## config.mk

```make
export PLATFORM = sky130hd
export DESIGN_NAME = lsb_stego_bit_extractor_unit
export DESIGN_NICKNAME = d
export VERILOG_FILES = /design/src/hw/rtl/lsbx_pkg.sv /design/src/hw/rtl/lsbx_div.sv /design/src/hw/rtl/lsb_stego_bit_extractor_unit.sv
export SDC_FILE = /design/constraint.sdc
export NUM_CORES = 2
export LEC_CHECK = 0
export BUFFER_PORTS_ARGS = -buffer_cell sky130_fd_sc_hd__clkbuf_2
export CAP_MARGIN = 5
export CELL_PAD_IN_SITES_DETAIL_PLACEMENT = 0
export CELL_PAD_IN_SITES_GLOBAL_PLACEMENT = 1
export CORE_MARGIN = 3
export CORE_UTILIZATION = 47
export CTS_CLUSTER_SIZE = 20
export DETAILED_ROUTE_END_ITERATION = 12
export MAX_ROUTING_LAYER = met4
export PLACE_DENSITY_LB_ADDON = 0.1
export SLEW_MARGIN = 30
export SYNTH_ARGS = -nofsm -noshare
export SYNTH_HDL_FRONTEND = slang
export SYNTH_HIERARCHICAL = 1
export SYNTH_SLANG_ARGS = --single-unit
```

## constraint.sdc

```tcl
create_clock -name clk -period 8.3 [get_ports clk]
set_clock_uncertainty 0.1 [all_clocks]
set_input_delay 1.66 -clock clk [delete_from_list [all_inputs] [get_ports clk]]
set_output_delay 1.66 -clock clk [all_outputs]
set_load 0.03 [all_outputs]
```

## src/hw/rtl/lsbx_pkg.sv

```systemverilog
`timescale 1ns / 1ps
`default_nettype none

package lsbx_pkg;

    // Configuration register indexes
    localparam int CFG_IDX_W = 3;
    localparam logic [CFG_IDX_W-1:0] CFG_BITS_PER_SAMPLE  = 3'd0;
    localparam logic [CFG_IDX_W-1:0] CFG_SCATTER_ENABLE   = 3'd1;
    localparam logic [CFG_IDX_W-1:0] CFG_SCATTER_RANGE    = 3'd2;
    localparam logic [CFG_IDX_W-1:0] CFG_SCATTER_SPAN     = 3'd3;
    localparam logic [CFG_IDX_W-1:0] CFG_TOTAL_COMPONENTS = 3'd4;

    localparam int CFG_DATA_W = 32;
    localparam int WORD_W     = 32;
    localparam int ACC_W      = 15;
    localparam int CNT_W      = 4;
    localparam int BYTE_W     = 8;

    // Result status codes
    localparam logic [1:0] STATUS_BYTE  = 2'd0;
    localparam logic [1:0] STATUS_RANGE = 2'd1;
    localparam logic [1:0] STATUS_END   = 2'd2;

    // Input kinds
    localparam logic KIND_COMPONENT = 1'b0;
    localparam logic KIND_ALIGN     = 1'b1;

    // Divider: 2*WORD_W by WORD_W, quotient known to fit WORD_W bits
    localparam int DIV_STEPS = WORD_W;
    localparam int DIV_CNT_W = $clog2(DIV_STEPS);

    typedef struct packed {
        logic start;
    } div_ctl_t;

    typedef struct packed {
        logic busy;
        logic done;
    } div_stat_t;

endpackage

`default_nettype wire

```

## src/hw/rtl/lsbx_div.sv

```systemverilog
`timescale 1ns / 1ps
`default_nettype none

// Radix-2 restoring divider, one quotient bit per cycle.
// The upper half of the dividend must be below the divisor.
module lsbx_div
    import lsbx_pkg::*;
(
    input  wire logic                  clk,
    input  wire logic                  rst_n,
    input  wire div_ctl_t              ctl,
    input  wire logic [2*WORD_W-1:0]   dividend,
    input  wire logic [WORD_W-1:0]     divisor,
    output div_stat_t                  stat,
    output logic [WORD_W-1:0]          quotient
);

    logic [WORD_W-1:0]    rem_reg;
    logic [WORD_W-1:0]    quo_reg;
    logic [WORD_W-1:0]    dvs_reg;
    logic [DIV_CNT_W-1:0] cnt_reg;
    logic                 busy_reg;
    logic                 done_reg;

    logic [WORD_W:0]      trial;
    logic [WORD_W:0]      diff;
    logic                 take;

    assign trial = {rem_reg, quo_reg[WORD_W-1]};
    assign diff  = trial - {1'b0, dvs_reg};
    assign take  = (trial >= {1'b0, dvs_reg});

    always_ff @(posedge clk or negedge rst_n)
    begin
        if (!rst_n)
        begin
            rem_reg  <= '0;
            quo_reg  <= '0;
            dvs_reg  <= '0;
            cnt_reg  <= '0;
            busy_reg <= 1'b0;
            done_reg <= 1'b0;
        end
        else
        begin
            done_reg <= 1'b0;
            if (ctl.start)
            begin
                rem_reg  <= dividend[2*WORD_W-1:WORD_W];
                quo_reg  <= dividend[WORD_W-1:0];
                dvs_reg  <= divisor;
                cnt_reg  <= '0;
                busy_reg <= 1'b1;
            end
            else if (busy_reg)
            begin
                // shift one dividend bit in, subtract where it fits
                rem_reg <= take ? diff[WORD_W-1:0] : trial[WORD_W-1:0];
                quo_reg <= {quo_reg[WORD_W-2:0], take};
                cnt_reg <= cnt_reg + 1'b1;
                if (cnt_reg == DIV_CNT_W'(DIV_STEPS - 1))
                begin
                    busy_reg <= 1'b0;
                    done_reg <= 1'b1;
                end
            end
        end
    end

    assign stat.busy = busy_reg;
    assign stat.done = done_reg;
    assign quotient  = quo_reg;

endmodule

`default_nettype wire

```

## src/hw/rtl/lsb_stego_bit_extractor_unit.sv

```systemverilog
`timescale 1ns / 1ps
`default_nettype none

// Channel    Dir  Handshake              Payload
// s_axis     in   tvalid/tready          tdata: component_value; tuser: kind
// m_axis     out  tvalid/tready          tdata: byte_value; tuser: status
// cfg        in   cfg_we (no wait)       cfg_index, cfg_data
//
// One request at a time: s_axis_tready is high only while the sequencer idles.
// Align: IDLE only. Halted, skipped or out-of-range component: CHECK.
// Sample without scatter: CHECK, SAMPLE; scatter sample: CHECK, then MUL and
// DWAIT twice, then SAMPLE, making two passes through the shared 64/32 radix-2
// divider (32 steps each). A result waits in EMIT while the output register is full.
// rst_n clears all state asynchronously; a taken result frees the output.
module lsb_stego_bit_extractor_unit
    import lsbx_pkg::*;
(
    input  wire logic                  clk,
    input  wire logic                  rst_n,
    input  wire logic                  s_axis_tvalid,
    output logic                       s_axis_tready,
    input  wire logic [7:0]            s_axis_tdata,   // [7:0] component_value
    input  wire logic                  s_axis_tuser,   // [0] kind
    output logic                       m_axis_tvalid,
    input  wire logic                  m_axis_tready,
    output logic [7:0]                 m_axis_tdata,   // [7:0] byte_value
    output logic [1:0]                 m_axis_tuser,   // [1:0] status
    input  wire logic                  cfg_we,
    input  wire logic [CFG_IDX_W-1:0]  cfg_index,
    input  wire logic [CFG_DATA_W-1:0] cfg_data
);

    typedef enum logic [2:0] {
        ST_IDLE,
        ST_CHECK,
        ST_MUL,
        ST_DWAIT,
        ST_SAMPLE,
        ST_EMIT
    } state_t;

    // Configuration registers
    logic [CNT_W-1:0]  bps_reg;
    logic              scat_en_reg;
    logic [WORD_W-1:0] range_reg;
    logic [WORD_W-1:0] span_reg;
    logic [WORD_W-1:0] total_reg;

    always_ff @(posedge clk or negedge rst_n)
    begin
        if (!rst_n)
        begin
            bps_reg     <= CNT_W'(1);
            scat_en_reg <= 1'b0;
            range_reg   <= WORD_W'(1);
            span_reg    <= '0;
            total_reg   <= WORD_W'(1);
        end
        else if (cfg_we)
        begin
            case (cfg_index)
                CFG_BITS_PER_SAMPLE:  bps_reg     <= cfg_data[CNT_W-1:0];
                CFG_SCATTER_ENABLE:   scat_en_reg <= cfg_data[0];
                CFG_SCATTER_RANGE:    range_reg   <= cfg_data[WORD_W-1:0];
                CFG_SCATTER_SPAN:     span_reg    <= cfg_data[WORD_W-1:0];
                CFG_TOTAL_COMPONENTS: total_reg   <= cfg_data[WORD_W-1:0];
                default:              ;
            endcase
        end
    end

    // Sequencer and datapath state
    state_t             state_reg;
    logic [BYTE_W-1:0]  comp_reg;
    logic [ACC_W-1:0]   acc_reg;
    logic [CNT_W-1:0]   cnt_reg;
    logic [WORD_W-1:0]  skip_reg;
    logic [WORD_W-1:0]  pos_reg;
    logic [WORD_W-1:0]  idx_reg;
    logic               halted_reg;
    logic [WORD_W-1:0]  p_reg;       // scatter position of this sample
    logic               hi_phase_reg; // first division uses p, second p-1
    logic [WORD_W-1:0]  q1_reg;
    logic [WORD_W-1:0]  stride_reg;
    logic [BYTE_W-1:0]  pend_byte_reg;
    logic [1:0]         pend_status_reg;
    logic               out_valid_reg;
    logic [BYTE_W-1:0]  out_byte_reg;
    logic [1:0]         out_status_reg;

    // Shared multiplier feeding the divider; p-1 is the stored position
    logic [WORD_W-1:0]   mul_op;
    logic [2*WORD_W-1:0] product;
    div_ctl_t            div_ctl;
    div_stat_t           div_stat;
    logic [WORD_W-1:0]   div_quo;

    assign mul_op        = hi_phase_reg ? p_reg : pos_reg;
    assign product       = mul_op * span_reg;
    assign div_ctl.start = (state_reg == ST_MUL);

    lsbx_div u_div (
        .clk      (clk),
        .rst_n    (rst_n),
        .ctl      (div_ctl),
        .dividend (product),
        .divisor  (range_reg),
        .stat     (div_stat),
        .quotient (div_quo)
    );

    // Position check and stride
    logic [WORD_W:0]   p_next;
    logic [WORD_W-1:0] stride_diff;
    logic [WORD_W:0]   reach;

    assign p_next      = {1'b0, pos_reg} + 1'b1;
    assign stride_diff = q1_reg - div_quo;
    assign reach       = {1'b0, idx_reg} + {1'b0, stride_reg};

    // Bit packing: clamp the sample width to 1..8
    logic [CNT_W-1:0]  nbits;
    logic [BYTE_W-1:0] keep_mask;
    logic [ACC_W-1:0]  acc_sum;
    logic [CNT_W-1:0]  cnt_sum;

    always_comb
    begin
        if (bps_reg == '0)
            nbits = CNT_W'(1);
        else if (bps_reg > CNT_W'(BYTE_W))
            nbits = CNT_W'(BYTE_W);
        else
            nbits = bps_reg;
    end

    assign keep_mask = ~(8'hFF << nbits);
    assign acc_sum   = acc_reg | (ACC_W'(comp_reg & keep_mask) << cnt_reg);
    assign cnt_sum   = cnt_reg + nbits;

    always_ff @(posedge clk or negedge rst_n)
    begin
        if (!rst_n)
        begin
            state_reg       <= ST_IDLE;
            comp_reg        <= '0;
            acc_reg         <= '0;
            cnt_reg         <= '0;
            skip_reg        <= '0;
            pos_reg         <= '0;
            idx_reg         <= '0;
            halted_reg      <= 1'b0;
            p_reg           <= '0;
            hi_phase_reg    <= 1'b0;
            q1_reg          <= '0;
            stride_reg      <= '0;
            pend_byte_reg   <= '0;
            pend_status_reg <= STATUS_BYTE;
            out_valid_reg   <= 1'b0;
            out_byte_reg    <= '0;
            out_status_reg  <= STATUS_BYTE;
        end
        else
        begin
            // drop the result once the sink takes it; in EMIT the next one
            // replaces it instead
            if (out_valid_reg && m_axis_tready && (state_reg != ST_EMIT))
                out_valid_reg <= 1'b0;

            unique case (state_reg)
                ST_IDLE:
                begin
                    if (s_axis_tvalid)
                    begin
                        comp_reg <= s_axis_tdata;
                        if (s_axis_tuser == KIND_ALIGN)
                        begin
                            // drop pending bits, even when halted
                            acc_reg <= '0;
                            cnt_reg <= '0;
                        end
                        else
                        begin
                            state_reg <= ST_CHECK;
                        end
                    end
                end

                ST_CHECK:
                begin
                    if (halted_reg)
                    begin
                        state_reg <= ST_IDLE;
                    end
                    else if (idx_reg >= total_reg)
                    begin
                        halted_reg      <= 1'b1;
                        pend_byte_reg   <= '0;
                        pend_status_reg <= STATUS_END;
                        state_reg       <= ST_EMIT;
                    end
                    else if (skip_reg != '0)
                    begin
                        skip_reg  <= skip_reg - 1'b1;
                        idx_reg   <= idx_reg + 1'b1;
                        state_reg <= ST_IDLE;
                    end
                    else if (scat_en_reg)
                    begin
                        if (p_next > {1'b0, range_reg})
                        begin
                            halted_reg      <= 1'b1;
                            pend_byte_reg   <= '0;
                            pend_status_reg <= STATUS_RANGE;
                            state_reg       <= ST_EMIT;
                        end
                        else
                        begin
                            p_reg        <= p_next[WORD_W-1:0];
                            hi_phase_reg <= 1'b1;
                            state_reg    <= ST_MUL;
                        end
                    end
                    else
                    begin
                        stride_reg <= WORD_W'(1);
                        state_reg  <= ST_SAMPLE;
                    end
                end

                ST_MUL:
                begin
                    // divider latches the product on this edge
                    state_reg <= ST_DWAIT;
                end

                ST_DWAIT:
                begin
                    if (div_stat.done)
                    begin
                        if (hi_phase_reg)
                        begin
                            q1_reg       <= div_quo;
                            hi_phase_reg <= 1'b0;
                            state_reg    <= ST_MUL;
                        end
                        else
                        begin
                            // a zero stride counts as one
                            stride_reg <= (stride_diff == '0) ? WORD_W'(1) : stride_diff;
                            state_reg  <= ST_SAMPLE;
                        end
                    end
                end

                ST_SAMPLE:
                begin
                    if (scat_en_reg)
                        pos_reg <= p_reg;
                    if (reach >= {1'b0, total_reg})
                    begin
                        halted_reg      <= 1'b1;
                        pend_byte_reg   <= '0;
                        pend_status_reg <= STATUS_END;
                        state_reg       <= ST_EMIT;
                    end
                    else
                    begin
                        skip_reg <= stride_reg - 1'b1;
                        idx_reg  <= idx_reg + 1'b1;
                        if (cnt_sum >= CNT_W'(BYTE_W))
                        begin
                            pend_byte_reg   <= acc_sum[BYTE_W-1:0];
                            pend_status_reg <= STATUS_BYTE;
                            acc_reg         <= acc_sum >> BYTE_W;
                            cnt_reg         <= cnt_sum - CNT_W'(BYTE_W);
                            state_reg       <= ST_EMIT;
                        end
                        else
                        begin
                            acc_reg   <= acc_sum;
                            cnt_reg   <= cnt_sum;
                            state_reg <= ST_IDLE;
                        end
                    end
                end

                ST_EMIT:
                begin
                    // hold until the output register is free
                    if (!out_valid_reg || m_axis_tready)
                    begin
                        out_valid_reg  <= 1'b1;
                        out_byte_reg   <= pend_byte_reg;
                        out_status_reg <= pend_status_reg;
                        state_reg      <= ST_IDLE;
                    end
                end

                default:
                begin
                    state_reg <= ST_IDLE;
                end
            endcase
        end
    end

    assign s_axis_tready = (state_reg == ST_IDLE);
    assign m_axis_tvalid = out_valid_reg;
    assign m_axis_tdata  = out_byte_reg;
    assign m_axis_tuser  = out_status_reg;

`ifndef SYNTH
    a_halt_sticky: assert property (@(posedge clk) disable iff (!rst_n)
        halted_reg |=> halted_reg)
        else $error("halt flag cleared without reset");

    a_error_halts: assert property (@(posedge clk) disable iff (!rst_n)
        (m_axis_tvalid && (m_axis_tuser != STATUS_BYTE)) |-> halted_reg)
        else $error("error status shown while not halted");

    a_div_done_wait: assert property (@(posedge clk) disable iff (!rst_n)
        div_stat.done |-> (state_reg == ST_DWAIT))
        else $error("divider finished outside its wait state");

    a_div_busy_wait: assert property (@(posedge clk) disable iff (!rst_n)
        div_stat.busy |-> (state_reg == ST_DWAIT))
        else $error("divider running outside its wait state");

    a_idle_count: assert property (@(posedge clk) disable iff (!rst_n)
        (state_reg == ST_IDLE) |-> (cnt_reg < CNT_W'(BYTE_W)))
        else $error("a full byte left pending in idle");
`endif

endmodule

`default_nettype wire

```

* Word level (Yosys, flattened, before mapping)
Index checks and enable logic that the tools add are counted.
** Operators by class
- Mux-type cells :: 90
- Multiply operators :: 1
- Reduce and logical (&&, ||, !) cells :: 30
- Add/subtract/negate cells :: 10
- Magnitude comparators :: 6
- Shift operators :: 2
- Equal/unequal tests :: 30
- Bitwise gates (word level) :: 7
- Divide/modulo/power cells :: 0
** Operators by type and width (count)
- 32-bit two-way mux :: 21
- 32-bit case mux with 2 select lines :: 3
- 33-bit by 32-bit >= comparator with 1-bit output :: 2
- 32-bit by 32-bit multiplier with 64-bit output :: 1
- 32-bit by 1-bit subtractor with 32-bit output (second input constant) :: 2
- 32-bit subtractor :: 2
- 15-bit two-way mux :: 4
- 8-bit two-way mux :: 7
- 3-bit two-way mux :: 12
- 32-bit by 1-bit adder with 33-bit output (second input constant) :: 1
- 32-bit by 32-bit adder with 33-bit output :: 1
- 33-bit by 32-bit > comparator with 1-bit output :: 1
- 32-bit by 1-bit adder with 32-bit output (second input constant) :: 1
- 32-bit >= comparator :: 1
- 32-bit zero test :: 1
- 32-bit nonzero test :: 1
- 15-bit case mux with 2 select lines :: 1
- 2-bit inequality test (second input constant) :: 13
- 4-bit two-way mux :: 6
- 1-bit two-way mux :: 21
- 3-bit case mux with 6 select lines :: 1
- 2-bit AND reduction :: 9
- 8-bit case mux with 2 select lines :: 1
- 3-bit inequality test (second input constant) :: 5
- other kinds (32) :: 58
** Storage, ports and cells
- Output and inout bits :: 12
- Bits in read-only memories :: 0
- Bits in writable memories :: 0
- Memories :: 0
- Logic and storage cells :: 204
- Bits in latches :: 0
- Register bits :: 449

* Longest topological paths before layout
- Word-level depth :: 11
- Gate-level depth with buffers :: 35

* Hierarchy
The synthesis kept the hierarchy.
** By module, submodules not included
- lsb_stego_bit_extractor_unit :: instances 1, area an instance 55613.3 sq um, cells each 6100
- lsbx_div :: instances 1, area an instance 6423.7 sq um, cells each 724

* Worst setup path after synthesis
OpenSTA, ideal clock, no wires.
- Path kind :: reg2reg
- From :: register hi_phase_reg
- To :: register u_div.rem_reg[30]
- Required time :: 8.073 ns
- Slack :: -0.214 ns
- Buffers on the path :: 3
- Cell stages (with the launch flop) :: 32
- Arrival time :: 8.287 ns
- Clock period less this slack :: 8.514 ns
- Path through :: dfrtp_1 clkbuf_1 clkbuf_1 mux2_2 clkbuf_1 and2_1 fa_1 fa_1 fa_1 inv_1 fa_1 inv_1 fa_1 inv_1 fa_1 inv_1 fa_1 fa_1 ha_1 a21o_1 a221o_1 a31oi_1 o21ai_0 o21ai_0 nand3_1 a41oi_1 o21ai_0 a221oi_1 xnor2_1 a22oi_1 o21a_1 o21ai_0
** Between the ends
- Longest elaborated chain between the ends :: 3
** Ends and longest elaborated chain
- start, declared :: line lsb_stego_bit_extractor_unit.sv:82 : logic hi_phase_reg;
- start signal, assigned :: line lsb_stego_bit_extractor_unit.sv:154 : hi_phase_reg <= 1'b0;
- start signal, assigned :: line lsb_stego_bit_extractor_unit.sv:220 : hi_phase_reg <= 1'b1;
- start signal, assigned :: line lsb_stego_bit_extractor_unit.sv:244 : hi_phase_reg <= 1'b0;
- 32-bit two-way mux :: line lsb_stego_bit_extractor_unit.sv:98 : assign mul_op = hi_phase_reg ? p_reg : pos_reg;
- 32-bit by 32-bit multiplier with 64-bit output :: line lsb_stego_bit_extractor_unit.sv:99 : assign product = mul_op * span_reg;
- named net product[62] :: line lsb_stego_bit_extractor_unit.sv:93 : logic [2*WORD_W-1:0] product;
- 32-bit two-way mux :: line lsbx_div.sv:47 : if (ctl.start)
- end signal, assigned :: line lsbx_div.sv:49 : rem_reg <= dividend[2*WORD_W-1:WORD_W];
- end signal, assigned :: line lsbx_div.sv:58 : rem_reg <= take ? diff[WORD_W-1:0] : trial[WORD_W-1:0];
- end, declared :: line lsbx_div.sv:18 : logic [WORD_W-1:0] rem_reg;
The timed path passes the listed nets, and every way through them passes these cells.
A chain may end at the register's enable or synchronous reset.

* Worst setup path in the final report
- From :: register hi_phase_reg
- To :: register u_div.rem_reg[18]
Same word-level chain as after synthesis.

==> impl_metrics.json <==
{
  "outcome": "complete, but fails checks",
  "violations": "negative setup slack",
  "finalHoldViolCount": 0,
  "drc": 0,
  "synth_cells": 6823,
  "clockPowerShare": 0.448,
  "dp_hpwl_um": 158000,
  "crit_type": "register to register",
  "p_sw_mw": 2.02,
  "yosysWarningCount": 6,
  "cp-start-kind": "register",
  "grt_max_degree": 142,
  "fin_nets": 8473,
  "cpMaxStageDelayCell": "fa_1",
  "combPwrFrac": 0.156,
  "setup-violations-final": 9,
  "seq_power_share": 0.396,
  "min_period_ps": 8520,
  "worstMarginPinSlew_ps": 1130,
  "hold_depth": 2,
  "routabilityCongestion": 0.926,
  "design.core.area_um2": 130000,
  "fp.dieH_um": 369,
  "rows": 132,
  "vdd_ir_drop_max_uv": 174,
  "path_max_fanout": 15,
  "drive_gt1_frac": 0.135,
  "h-tree-depth": 2,
  "p_leak_nw": 35.5,
  "arrival_ps": 9040,
  "rsz0062_at_grt": "yes",
  "initial_core_util": 0.476,
  "dieWidth_um": 369,
  "min_period_over_period": 1.03,
  "syn_area_um2": 62000,
  "routed_via_density": 5.49,
  "overflow": 0,
  "cts_max_path_buffers": 3,
  "worstHoldStart": "acc_reg[5]",
  "drt_iter0_markers": 3452,
  "power.internal_mw": 4.27,
  "cp_common_cell": "fa_1",
  "grt_usage": 0.298,
  "nFillCells": 12200,
  "multiInputGateArea_um2": 46200,
  "cts.sinks": 449,
  "ff_latch_area_um2": 11200,
  "rr_startpoint": "hi_phase_reg",
  "min_path_type": "register to register",
  "drt-total-wl_um": 192000,
  "setup_slack_ps": -225,
  "io_buffer_count": 60,
  "grt_pass1_wl_um": 305000,
  "syn_nets": 8234,
  "worstPathRequired_ps": 8810,
  "grt_pass1_vias": 50700,
  "first_pass_iters": 6,
  "slew_violations": 0,
  "hold_ws_ps": 375,
  "r2r-end": "u_div/rem_reg[18]",
  "clkLatencyLatePin_ps": 690,
  "wl_per_cell_um": 21.7,
  "ff2ff_setup_slack_ps": -220,
  "r2r_cells": 30,
  "cts_root_buffer": "clkbuf_16",
  "crit_path_end_kind": "register",
  "drv_cap": 0,
  "routed-via-count": 48600,
  "clk_pin_slew_ps": 70,
  "powerDensity_nw_per_um2": 89.8,
  "fin_util": 0.537,
  "max_stage_delay_ps": 570,
  "post_synth.cell_area_avg_um2": 9.09,
  "antenna_left": 0,
  "area_growth_pct": 12.9,
  "pin_count": 61,
  "timing.fmax_mhz": 117,
  "cts_made_buffers": 55,
  "holdPathEnd": "acc_reg[5]",
  "switching_share": 0.321,
  "grt_antenna_before_repair": 9,
  "slew_headroom": 0.224,
  "cts_tree": "yes",
  "die_area_um2": 136000
}
-- layer usage --
layer / global-route usage / wire (um) / vias to the layer above
li1: - / - / 22400
met1: 0.392 / 84100 / 24900
met2: 0.494 / 94300 / 1088
met3: 0.0251 / 7960 / 230
met4: 0.0850 / 5990 / 0
met5: - / 0 / -
-- worst max-delay path: cells and delay by family, from the launching register on --
family          cells  cell delay (ps)
fa+ha+maj           9             4330
simple gates        7             1490
buf+inv             7              810
compound gates      5              730
flops               1              490
mux                 1              370
xor+xnor            1              150
-- power by group through the flow --
stage | clock network, mW | registers (mW) | logic [mW]
2_1_floorplan | 0 | 2.39 | 0.445
3_5_place_dp | 0 | 2.52 | 0.966
3_3_place_gp | 0 | 2.52 | 0.958
6_report | 2.82 | 2.49 | 0.978
4_1_cts | 2.88 | 2.48 | 0.972
5_1_grt | 2.96 | 2.50 | 1.06
-- how the worst max path moves through the flow --
stage                             from                end  slack, ps  cells after the start
after floorplan           hi_phase_reg  u_div/rem_reg[30]         10                     31
after global placement    hi_phase_reg  u_div/rem_reg[22]       -980                     29
after detailed placement  hi_phase_reg  u_div/rem_reg[22]      -1000                     29
after CTS                 hi_phase_reg  u_div/rem_reg[18]       -250                     30
after global routing      hi_phase_reg  u_div/rem_reg[29]       -480                     30
final                     hi_phase_reg  u_div/rem_reg[18]       -220                     30
-- per-stage QoR --
step | std cells | power, mW | instance area, um2 | setup slack [ps] | TNS, ps
after floorplan | 6823 | 2.84 | 62000 | 12.7 | 0
after global placement | 8730 | 3.48 | 66900 | -977 | -14630
after detailed placement | 8730 | 3.49 | 67000 | -1000 | -15580
after CTS | 8851 | 6.34 | 69700 | -250 | -1520
after global routing | 8855 | 6.52 | 70000 | -477 | -5440
final | 8857 | 6.29 | 70000 | -225 | -1090
-- layout make-up --
cell class | instances | area share
antenna | 6 | 0.000214
clock buffer | 65 | 0.0212
timing repair buffer | 535 | 0.0618
multi-input combinational | 4967 | 0.660
clock inverter | 39 | 0.00872
sequential | 449 | 0.161
inverter | 1054 | 0.0565
tap | 1742 | 0.0311
-- cell usage in the layout (no fill, tap or decap), types with 59 or more instances in the layout --
cell,n
inv_1,1043
fa_1,889
nand2_1,806
and2_1,638
ha_1,451
dfrtp_1,444
buf_4,416
o21ai_0,301
a21oi_1,234
nor2_1,189
mux2_2,147
xnor2_1,124
a21o_1,113
nor3_1,84
nand3_1,77
mux2i_1,77
nand4_1,76
xor2_1,68
clkbuf_2,59
-- what timing repair did --
item                                    in CTS  in global routing
pin swaps                                   46                 16
hold buffers                                 0                  0
endpoints found under the setup margin      29                 28
gates resized for setup                    125                 80
setup buffers                               17                  0
hold endpoints to repair                     0                  0
(Power assumes the default switching activity.)
